## config.mk

```make
export PLATFORM = sky130hd
export DESIGN_NAME = ipc_controller
export DESIGN_NICKNAME = d
export VERILOG_FILES = /design/src/integer_partition_counter_assert.svh /design/src/ipc_pkg.sv /design/src/ipc_controller.sv
export SDC_FILE = /design/constraint.sdc
export NUM_CORES = 1
export LEC_CHECK = 0
export ABC_CLOCK_PERIOD_IN_PS = 1500
export BUFFER_PORTS_ARGS = -buffer_cell sky130_fd_sc_hd__buf_2
export CORE_AREA = 2 2 39 41
export DETAILED_ROUTE_END_ITERATION = 16
export DIE_AREA = 0 0 41 43
export GPL_TIMING_DRIVEN = 0
export SLEW_MARGIN = 20
export SYNTH_ARGS = -nofsm -noshare
export SYNTH_HDL_FRONTEND = slang
export SYNTH_SLANG_ARGS = --single-unit
```

## constraint.sdc

```tcl
create_clock -name clock -period 1.5 [get_ports clock]
set_input_delay 0.075 -clock clock [delete_from_list [all_inputs] [get_ports clock]]
set_output_delay 0.075 -clock clock [all_outputs]
set_load 0.01 [all_outputs]
```

## src/integer_partition_counter_assert.svh

```systemverilog
// Assertion macros used by the integer partition counter top level.
`ifndef INTEGER_PARTITION_COUNTER_ASSERT_SVH
`define INTEGER_PARTITION_COUNTER_ASSERT_SVH

// Same-cycle implication, checked at every rising clock edge outside reset.
`define IPC_ASSERT_SAME(name, clk, rst, ante, cons) \
   name: assert property (@(posedge clk) disable iff (rst) (ante) |-> (cons)) \
      else $error("integer_partition_counter: check failed");

// Next-cycle implication, checked at every rising clock edge outside reset.
`define IPC_ASSERT_NEXT(name, clk, rst, ante, cons) \
   name: assert property (@(posedge clk) disable iff (rst) (ante) |=> (cons)) \
      else $error("integer_partition_counter: check failed");

`endif

```

## src/ipc_pkg.sv

```systemverilog
// Shared types and constants for the integer partition counter.
package ipc_pkg;

   localparam int MAX_ITEMS_DEFAULT = 32;
   localparam int COUNT_W           = 7;
   localparam int WAYS_W            = 21;

   typedef struct packed {
      logic [COUNT_W-1:0] item_count;
      logic [COUNT_W-1:0] bin_count;
   } req_type;

   typedef struct packed {
      logic [WAYS_W-1:0] ways;
      logic              out_of_range;
   } rsp_type;

   typedef enum logic [1:0] {
      ST_IDLE,
      ST_FILL,
      ST_DRAIN,
      ST_RESP
   } ipc_state_type;

   // Commands from the controller to the datapath.
   typedef struct packed {
      logic load;
      logic issue;
   } ipc_cmd_type;

   // Status from the datapath to the controller.
   typedef struct packed {
      logic range_error;
      logic issue_last;
   } ipc_status_type;

endpackage

```

## src/ipc_controller.sv

```systemverilog
// Controller state machine of the integer partition counter.
module ipc_controller
   import ipc_pkg::*;
(
   input  logic           clock,
   input  logic           reset,
   input  logic           start,
   input  ipc_status_type status,
   output ipc_cmd_type    cmd,
   output logic           busy,
   output logic           rsp_valid
);

   ipc_state_type state_ff, state_in;

   always_ff @(posedge clock) begin
      if (reset) begin
         state_ff <= ST_IDLE;
      end else begin
         state_ff <= state_in;
      end
   end

   always_comb begin
      state_in = state_ff;
      unique case (state_ff)
         ST_IDLE: begin
            if (start) begin
               state_in = status.range_error ? ST_RESP : ST_FILL;
            end
         end
         ST_FILL: begin
            if (status.issue_last) begin
               state_in = ST_DRAIN;
            end
         end
         ST_DRAIN: state_in = ST_RESP;
         ST_RESP:  state_in = ST_IDLE;
         default:  state_in = ST_IDLE;
      endcase
   end

   always_comb begin
      cmd       = '0;
      busy      = 1'b1;
      rsp_valid = 1'b0;
      unique case (state_ff)
         ST_IDLE: begin
            busy     = 1'b0;
            cmd.load = start;
         end
         ST_FILL:  cmd.issue = 1'b1;
         ST_DRAIN: cmd.issue = 1'b0;
         ST_RESP:  rsp_valid = 1'b1;
         default:  busy = 1'b1;
      endcase
   end

endmodule

```

-- Yosys cells after proc, flatten, opt, wreduce, memory -nomap -nowiden
Index checks and enable logic that the tools add are counted.
Widths: inputs -> output; s select.
- muxes and demuxes: 8
- reduce and logical (&&, ||, !) cells: 2
- equality and inequality tests: 5
- operators by type and width (kind ; count):
    $pmux 2 s4 ; 1
    $mux 2 ; 3
    $eq 2x2->1 const B ; 2
    $mux 1 ; 4
    $ne 2x2->1 const B ; 2
    $eq 2x1->1 const B ; 1
    $logic_not 2->1 ; 1
    $reduce_and 2->1 ; 1
- output and inout port bits: 4
- flip-flop bits (word level): 2
- logic and storage cells: 16

-- Logic depth before layout (Yosys ltp)
Gate-level depths: netlist (run 1).
- depth in word-level cells: 3
- gate-level depth with buffers: 5
- mapped depth without buffers: 5

-- Worst setup path before layout (run 1)
OpenSTA, ideal clock, no wires.
- path kind: register -> register
- start: register state_ff[1]
- end: register state_ff[0]
- setup slack: 361 ps
- arrival: 1048 ps
- path buffers: 0
- cell stages (with the launch flop): 6
- required time: 1409 ps
- cell sequence: dfxtp_1 inv_1 ha_1 nand2b_1 a21oi_1 a311oi_1
- longest elaborated chain between the ends: 3
- RTL lines (item ; line ; source):
    from (decl) ; ipc_controller.sv:14 ; ipc_state_type state_ff, state_in;
    from (signal assigned) ; ipc_controller.sv:20 ; state_ff <= state_in;
    $eq 2x1->1 / $logic_not 2->1 (equally long branches) ; ipc_controller.sv:26 ; unique case (state_ff)
    $ne 2x2->1 (no source line) ; - ;
    $reduce_and 2->1 (no source line) ; - ;
Several ways; a longest one is shown, not always the timed one.
A chain may end at the register's enable or synchronous reset.

==> impl_results.md, run 1 <==
- Leakage power: 0.1355 nW
- Reg2Reg Setup Slack: 0.27 ns
- Critical path class: reg -> out
- # clock sinks: 2
- CTS tree: yes
- Peak VDD IR: 0.3556 mV
- Startpoint types: register
- Die Area: 0.001763 mm²
- Core footprint: 0.001384 mm²
- Status: finished clean
- Pwr dens: 1936 mW/mm²
- Period minus WS final: 1.253 ns
- Hold_sp: reset
- WP data required: 1.42 ns
- Vias in the first global route: 174
- Hold_ws: 0.02282 ns
- Final Max Tran Viols: 0
- Wire length per cell: 7.783 µm
- Setup TNS: 0 ns
- Relative slew slack: 0.8696
- Layout area overhead: 47.48%
- Setup Viol. Count Final: 0
- Initial antenna violation count: 0
- EDFF count, synth: 0
- Vias per inst: 3.783
- Mapped Area: 173.9 µm²
- Synth Net Count: 29
- Largest register FFs: 2
- Arr. time, crit path: 1.18 ns
- Post-CTS Hold Buffers: 0
- Chip width: 41 µm
- DR DRC count: 0
- Clock latency on the worst-skew pair: 0.22 ns
- Reg2reg start: state_ff[0]
- Sequential area share after synthesis: 0.2302
- Highest net fanout along the worst path: 4
- Via count: 174
- Ys Warns: 0
- Non-filler instance count after layout: 46
- Final worst-path cycle share: 0.8354
- Post-DP HPWL: 294.1 µm
- Top cells by area, synth: ha_1, dfxtp_1, a311oi_1
- Nets: 42
- Worst clock skew: 0.0006088 ns
- Top_reg_cell synth: dfxtp_1
- Ports: 9
- Total Routing Usage GR: 0.05806
- R2R cell count: 5
- Final ANT Viol Nets: 0
- FFs w/ async S/R, synth: 0
- Routed Wire Length: 358 µm
- First-pass GRT wire length: 586 µm
- Initial core utilization: 0.1257
- Post-CTS setup buffer count: 0
- Most flops, register: state_ff
- Dpl cells: 43
- Pre-antenna DRT Iters: 1
- Area leader, netlist: ha_1
- Row count: 14
- Cells after Synth: 19
- Achievable Freq: 798.1 MHz
- Hold path depth: 2
- Avg Cell Area, Syn: 9.154 µm²
- Most common cell in the netlist: ha_1
- Routability cong.: 0.7008
- Max cap viols: 0
- Final Hold Viols: 0
- CTS clk-pin slew, worst paths: 0.03 ns
- Register bit total from synthesis: 2
- Synth unique cells: 9
- Max H-tree Level: 1
- Top cell type's share of synthesized area: 0.3597
- Aggregate global routing overflow: 0
- Resized Gates After CTS: 0
- Slew @ Worst Pin: 0.1943 ns
- Clk Tree Root Cell: clkbuf_4
- Worst Setup End Kind: primary output
- Maximum clock insertion buffer count: 2
- Ant diodes: 0
- Ratio of cells with drive above 1 in the final layout: 0.3667
- Hold EP: state_ff[1]
- Biggest regs: state_ff (2)
- Top post-synthesis cells by count: ha_1, inv_1
- PortBufs: 8
- R2R Path End: state_ff[0]
- Post-layout util: 0.1854
- RSZ-0062 raised after global routing: false
- TritonCTS Buffers: 3
- Largest net degree at the start of global routing: 5
- Die Span Y: 43 µm
- CP Launch Point: state_ff[0]
- Number of DRC markers in iteration 0: 0
- Min-Delay Path Class: in -> reg
## cell usage in the layout, fill, tap and decap left out
cell type  count
clkbuf_4       3
nand2b_1       2
and2_1         1
dfxtp_1        2
inv_1          3
mux2i_1        1
ha_1           5
a21oi_1        2
a311oi_1       2
buf_2          8
nor2_1         1
## cell type report
type	count	area (µm²)
Clock buffer	3	22.52
Fill cell	163	1127
Inverter	3	11.26
Multi-Input combinational cell	14	122.6
Sequential cell	2	40.04
Tap cell	16	20.02
Timing Repair Buffer	8	40.04
## stage by stage
step | cell area [µm²] | setup slack [ns] | total power (W)
after detailed placement | 234.0 | 0.2657 | 0.0003850
after CTS | 256.5 | 0.2232 | 0.0005151
final | 256.5 | 0.2470 | 0.0004965
after global routing | 256.5 | 0.1351 | 0.0005585
after global placement | 234.0 | 0.2813 | 0.0003760
after floorplan | 173.9 | 0.3609 | 0.0003035
## critical path: stages (launching register included)
cell and delay [ns]:
dfxtp_1 0.37, inv_1 0.10, ha_1 0.23, and2_1 0.14, buf_2 0.13
## cell families (layout without fill, tap and decap cells)
kind of cell	count (synthesis)	in the layout	share of synthesized area
compound gates	4	4	0.1583
fa+ha+maj	5	5	0.3597
buf+inv	3	14	0.06474
flops	2	2	0.2302
mux	1	1	0.05756
simple gates	4	4	0.1295
## worst max-delay path by stage
stage / slack, ns / end
floorplan: 0.36 / state_ff[0]
global placement: 0.28 / state_ff[1]
detailed placement: 0.27 / state_ff[0]
CTS: 0.22 / cmd[1]
global route: 0.14 / state_ff[1]
finish: 0.25 / cmd[1]
## layer usage
metal | GRT usage | wire [µm]
met1 | 0.04459 | 117
met3 | 0.01571 | 10
met2 | 0.07188 | 222
met5 | 0 | 0
met4 | 0.1200 | 8
## power by group
part	total (W)	switching, W	internal [W]
Combinational	0.000271	0.000146	0.000125
Clock	0.000119	0.0000305	0.0000882
Sequential	0.000107	0.0000266	0.0000799
Total	0.000496	0.000203	0.000293
Note: power is estimated with default switching activity, not from simulation.
==> inputs of run 2 (changes only) <==
--- a/config.mk
+++ b/config.mk
@@ -5,7 +5,7 @@
 export SDC_FILE = /design/constraint.sdc
 export NUM_CORES = 1
 export LEC_CHECK = 0
-export ABC_CLOCK_PERIOD_IN_PS = 1500
+export ABC_CLOCK_PERIOD_IN_PS = 1300
 export BUFFER_PORTS_ARGS = -buffer_cell sky130_fd_sc_hd__buf_2
 export CORE_AREA = 2 2 39 41
 export DETAILED_ROUTE_END_ITERATION = 16
==> constraint.sdc (replaced) <==
create_clock -name clock -period 1.3 [get_ports clock]
set_input_delay 0.065 -clock clock [delete_from_list [all_inputs] [get_ports clock]]
set_output_delay 0.065 -clock clock [all_outputs]
set_load 0.01 [all_outputs]
==> run 2 against run 1 <==
  * Setup slack lost 0.14 ns
  * Global-route usage is the same
  * Via count grew 1.7%
  * Cell area grew 3.9%
  * Largest cell class unchanged
  * Sequential power grew 22%
  * Core utilization grew 0.72 points
==> impl_results.md, run 2 (same netlist as run 1, synthesis figures left out) <==
- Max H-tree Level: 1 (unchanged)
- Setup Viol. Count Final: 0 (unchanged)
- Core footprint: 0.001384 mm² (unchanged)
- Number of DRC markers in iteration 0: 0 (unchanged)
- Critical path class: reg -> out (unchanged)
- Status: finished clean (unchanged)
- Nets: 43 (was 42)
- Wire length per cell: 8.000 µm (was 7.783 µm)
- Arr. time, crit path: 1.13 ns (was 1.18 ns)
- Ant diodes: 0 (unchanged)
- Setup TNS: 0 ns (unchanged)
- Most frequent cells in the layout: buf_2, ha_1, inv_1, clkbuf_4 (unchanged)
- Non-filler instance count after layout: 47 (was 46)
- Layout area overhead: 53.24% (was 47.48%)
- Die Area: 0.001763 mm² (unchanged)
- Worst Setup End Kind: primary output (unchanged)
- Min-Delay Path Class: in -> reg (unchanged)
- Period minus WS final: 1.194 ns
- # clock sinks: 2 (unchanged)
- Row count: 14 (unchanged)
- Final Hold Viols: 0 (unchanged)
- Slew @ Worst Pin: 0.1944 ns (was 0.1943 ns)
- WP data required: 1.24 ns (was 1.42 ns)
- Vias per inst: 3.766 (was 3.783)
- TritonCTS Buffers: 3 (unchanged)
- Biggest regs: state_ff (2) (unchanged)
- Final ANT Viol Nets: 0 (unchanged)
- Chip width: 41 µm (unchanged)
- Ports: 9 (unchanged)
- CTS clk-pin slew, worst paths: 0.03 ns (about the same)
- Final worst-path cycle share: 0.9188
- Final Max Tran Viols: 0 (unchanged)
- R2R Path End: state_ff[1] (was state_ff[0])
- Ratio of cells with drive above 1 in the final layout: 0.4516 (was 0.3667)
- First-pass GRT wire length: 586 µm (unchanged)
- Most common cell after layout, fill and taps aside: buf_2 (unchanged)
- Peak VDD IR: 0.4278 mV (was 0.3556 mV)
- Post-DP HPWL: 294.1 µm (unchanged)
- Largest register FFs: 2 (unchanged)
- Total Routing Usage GR: 0.05806 (unchanged)
- Die Span Y: 43 µm (unchanged)
- Routability cong.: 0.7008 (unchanged)
- Relative slew slack: 0.8695 (was 0.8696)
- Maximum clock insertion buffer count: 2 (unchanged)
- Pwr dens: 2241 mW/mm² (was 1936 mW/mm²)
- R2R cell count: 5 (unchanged)
- Reg2reg start: state_ff[0] (unchanged)
- Fill cells: 166 (was 163)
- Startpoint types: register (unchanged)
- Vias in the first global route: 174 (unchanged)
- DR DRC count: 0 (unchanged)
- Worst clock skew: 0.0008211 ns (was 0.0006088 ns)
- Initial core utilization: 0.1257 (unchanged)
- Dpl cells: 43 (unchanged)
- Highest net fanout along the worst path: 4 (unchanged)
- Leakage power: 0.1405 nW (was 0.1355 nW)
- PortBufs: 8 (unchanged)
- Pre-antenna DRT Iters: 1 (unchanged)
- Hold EP: state_ff[1] (unchanged)
- CTS tree: yes (unchanged)
- Hold path depth: 2 (unchanged)
- Hold_sp: reset (unchanged)
- Routed Wire Length: 376 µm (was 358 µm)
- Clock latency on the worst-skew pair: 0.22 ns (about the same)
- Achievable Freq: 837.2 MHz
- Most flops, register: state_ff (unchanged)
- Via count: 177 (was 174)
- Reg2Reg Setup Slack: 0.11 ns (was 0.27 ns)
- Max cap viols: 0 (unchanged)
- RSZ-0062 raised after global routing: false (unchanged)
- Largest net degree at the start of global routing: 5 (unchanged)
- Clk Tree Root Cell: clkbuf_4 (unchanged)
- Initial antenna violation count: 0 (unchanged)
- Aggregate global routing overflow: 0 (unchanged)
-- run 2: cell count changes in the layout (fill, tap and decap cells not counted) --
cell     delta
buf_4       +1
dfxtp_1     -2
dfxtp_2     +2
-- run 2: how the worst max path moves through the flow --
stage	startpoint	to	slack, ns
after global placement	state_ff[0]	state_ff[1]	0.08
after global routing	state_ff[1]	state_ff[1]	0.0009
after floorplan	state_ff[1]	state_ff[0]	0.16
final	state_ff[0]	cmd[1]	0.11
after CTS	state_ff[0]	cmd[1]	0.03
after detailed placement	state_ff[0]	state_ff[0]	0.07
-- run 2: repair_timing --
| action | in CTS | in global routing |
|---|---|---|
| setup buffers | 0 | 1 |
| endpoints found under the setup margin | 0 | 3 |
| hold buffers | 0 | 0 |
| resized for setup | 0 | 2 |
-- run 2: routing by layer --
| metal | global-route usage | share of wire |
|---|---|---|
| met1 | 0.04459 | 0.33 |
| met3 | 0.01571 | 0.027 |
| met4 | 0.1200 | 0.021 |
| met5 | 0 | 0 |
| met2 | 0.07188 | 0.61 |
-- run 2: cell type report --
| class | count | area, µm² | share of cell area |
|---|---|---|---|
| multi-input cells | 14 | 122.6 | 0.4601 |
| inverters | 3 | 11.26 | 0.04225 |
| well taps | 16 | 20.02 | 0.07512 |
| clock buffers | 3 | 22.52 | 0.08451 |
| repair buffers | 9 | 47.55 | 0.1784 |
| flip-flops and latches | 2 | 42.54 | 0.1596 |
-- run 2: per-stage QoR --
stage	power (W)	hold WS [ns]	area (µm²)	utilization	worst slack [ns]
6_report	0.0005971	0.006775	266.5	0.1926	0.1055
3_3_place_gp	0.0004338	0.2465	234.0	0.1691	0.08134
5_1_grt	0.0006684	0.002559	266.5	0.1926	0.0008855
4_1_cts	0.0005944	0.005934	256.5	0.1854	0.03317
2_1_floorplan	0.0003502	0.1371	173.9	-	0.1609
3_5_place_dp	0.0004443	0.2473	234.0	0.1691	0.06574
-- run 2: critical path, cell delays in order, from the launching register on --
cell     delay [ns]
dfxtp_2        0.34
inv_1          0.08
ha_1           0.22
and2_1         0.14
buf_2          0.13
-- run 2: where the power goes --
group          switching (W)  total [W]  internal (W)
combinational       0.000172   0.000330      0.000158
clock              0.0000344   0.000136      0.000102
sequential         0.0000319   0.000131     0.0000991
==> inputs of run 3 (changes only) <==
--- a/config.mk
+++ b/config.mk
@@ -7,10 +7,13 @@
 export LEC_CHECK = 0
 export ABC_CLOCK_PERIOD_IN_PS = 1300
 export BUFFER_PORTS_ARGS = -buffer_cell sky130_fd_sc_hd__buf_2
+export CELL_PAD_IN_SITES_DETAIL_PLACEMENT = 0
+export CELL_PAD_IN_SITES_GLOBAL_PLACEMENT = 1
 export CORE_AREA = 2 2 39 41
 export DETAILED_ROUTE_END_ITERATION = 16
 export DIE_AREA = 0 0 41 43
 export GPL_TIMING_DRIVEN = 0
+export PLACE_DENSITY_LB_ADDON = 0.1
 export SLEW_MARGIN = 20
 export SYNTH_ARGS = -nofsm -noshare
 export SYNTH_HDL_FRONTEND = slang
==> run 3 against run 2 <==
  * Count of clock-buffer cells in the layout unchanged
  * Via count shrank 5.1%
  * Critical path depth increased by 1
  * Core utilization grew 0.72 points
  * Critical path type is now reg -> reg
  * Setup slack worse by 0.0038 ns
  * Flip-flop and latch count did not move
  * Largest power group unchanged
  * Cell area grew 3.8%
  * Non-clock buffer count is the same
  * Combinational power increased by 10%
  * Highest routed layer unchanged
  * Cell count is the same
==> impl_results.md, run 3 (same netlist as run 1, synthesis figures left out) <==
- Status: finished clean (unchanged)
- # clock sinks: 2 (unchanged)
- Die Area: 0.001763 mm² (unchanged)
- Worst Setup End Kind: register (was primary output)
- TritonCTS Buffers: 3 (unchanged)
- Ports: 9 (unchanged)
- Largest net degree at the start of global routing: 5 (unchanged)
- CTS clk-pin slew, worst paths: 0.03 ns (about the same)
- Reg2reg start: state_ff[1] (was state_ff[0])
- Nets: 43 (unchanged)
- Arr. time, crit path: 1.32 ns (was 1.13 ns)
- Startpoint types: register (unchanged)
- Most frequent cells in the layout: buf_2, ha_1, clkbuf_4 (was buf_2, ha_1, inv_1, clkbuf_4)
- CP Launch Point: state_ff[1] (was state_ff[0])
- Ant diodes: 0 (unchanged)
- Number of DRC markers in iteration 0: 1 (was 0)
- Clk Tree Root Cell: clkbuf_4 (unchanged)
- Initial antenna violation count: 0 (unchanged)
- First-pass GRT wire length: 648 µm (was 586 µm)
- Die Span Y: 43 µm (unchanged)
- Achievable Freq: 834.6 MHz (was 837.2 MHz)
- Vias per inst: 3.574 (was 3.766)
- Most common cell after layout, fill and taps aside: buf_2 (unchanged)
- RSZ-0062 raised after global routing: false (unchanged)
- Pwr dens: 2309 mW/mm² (was 2241 mW/mm²)
- Routed Wire Length: 409 µm (was 376 µm)
- Hold_sp: reset (unchanged)
- Row count: 14 (unchanged)
- DR DRC count: 0 (unchanged)
- Leakage power: 0.1441 nW (was 0.1405 nW)
- Pre-antenna DRT Iters: 2 (was 1)
- Max cap viols: 0 (unchanged)
- WP data required: 1.42 ns (was 1.24 ns)
- Total Routing Usage GR: 0.05806 (unchanged)
- Chip width: 41 µm (unchanged)
- Maximum clock insertion buffer count: 2 (unchanged)
- Most flops, register: state_ff (unchanged)
- Relative slew slack: 0.8549 (was 0.8695)
- Core footprint: 0.001384 mm² (unchanged)
- Max H-tree Level: 1 (unchanged)
- Post-CTS Hold Buffers: 0 (unchanged)
- PortBufs: 8 (unchanged)
- Peak VDD IR: 0.3669 mV (was 0.4278 mV)
- CTS tree: yes (unchanged)
- Post-layout util: 0.1998 (was 0.1926)
- Setup TNS: 0 ns (unchanged)
- Highest net fanout along the worst path: 4 (unchanged)
- Setup Viol. Count Final: 0 (unchanged)
- Clock latency on the worst-skew pair: 0.23 ns (was 0.22 ns)
- Min-Delay Path Class: in -> reg (unchanged)
- Final Power: 0.0006385 W (was 0.0005971 W)
- Vias in the first global route: 163 (was 174)
- Final worst-path cycle share: 0.9217 (was 0.9188)
- Wire length per cell: 8.702 µm (was 8.000 µm)
- Critical path class: reg -> reg (was reg -> out)
- Biggest regs: state_ff (2) (unchanged)
- Via count: 168 (was 177)
- Period minus WS final: 1.198 ns (was 1.194 ns)
- Layout area overhead: 58.99% (was 53.24%)
- Aggregate global routing overflow: 0 (unchanged)
- Initial core utilization: 0.1257 (unchanged)
- Largest register FFs: 2 (unchanged)
- Routability cong.: 0.6276 (was 0.7008)
- Final Hold Viols: 0 (unchanged)
- Final Max Tran Viols: 0 (unchanged)
- Slew @ Worst Pin: 0.2163 ns (was 0.1944 ns)
- Post-DP HPWL: 339.5 µm (was 294.1 µm)
- Worst clock skew: 0.003706 ns (was 0.0008211 ns)
- Ratio of cells with drive above 1 in the final layout: 0.5484 (was 0.4516)
- Final ANT Viol Nets: 0 (unchanged)
## run 3: layout make-up
class / instances / area (µm²)
Tap cell: 16 / 20.02
Clock buffer: 3 / 22.52
Multi-Input combinational cell: 14 / 132.6
Fill cell: 166 / 1107
Inverter: 3 / 11.26
Timing Repair Buffer: 9 / 47.55
Sequential cell: 2 / 42.54
## run 3: what timing repair did
action | 4_1_cts | 5_1_grt
resized for setup | 2 | 3
pin swaps | 0 | 2
endpoints found under the setup margin | 3 | 2
cloned | 0 | 0
endpoints found under the hold margin | 0 | 0
setup buffers | 0 | 1
## run 3: final timing paths
kind | to | slack, ns | cells past startpoint
worst max register to register | state_ff[1] | 0.10 | 5
worst min-delay path | state_ff[1] | 0.02 | 2
worst max-delay path | state_ff[1] | 0.10 | 5
worst min register to register | state_ff[1] | 0.54 | 2
## run 3: power by group
group          internal, W  switching (W)  leakage [nW]  total, W
logic             0.000173       0.000191         0.113  0.000364
clock network     0.000102      0.0000355        0.0138  0.000137
registers        0.0000991      0.0000385        0.0172  0.000138
total             0.000374       0.000265         0.144  0.000638
## run 3: worst max-delay path, cell delays in order, from the launching register on
cell,delay [ns]
dfxtp_2,0.33
inv_1,0.10
ha_2,0.22
nand2b_4,0.07
buf_4,0.13
a311oi_1,0.25
## run 3: metal layers
metal | GRT usage | share of wire | vias up | wire length [µm]
met4 | 0.06000 | 0.039 | 0 | 16
li1 | - | - | 89 | -
met1 | 0.07325 | 0.43 | 69 | 176
met3 | 0.005236 | 0.083 | 2 | 34
met2 | 0.07813 | 0.44 | 8 | 182
met5 | 0 | 0 | - | 0
## run 3: stage by stage
stage | hold WS [ns] | setup WS [ns] | instances | cell area (µm²)
2_1_floorplan | 0.1371 | 0.1609 | 19 | 173.9
3_3_place_gp | 0.2492 | 0.001653 | 43 | 234.0
3_5_place_dp | 0.2491 | -0.02519 | 43 | 234.0
4_1_cts | 0.005964 | 0.03554 | 46 | 259.0
5_1_grt | 0.01914 | 0.04160 | 47 | 276.5
6_report | 0.01824 | 0.1018 | 47 | 276.5
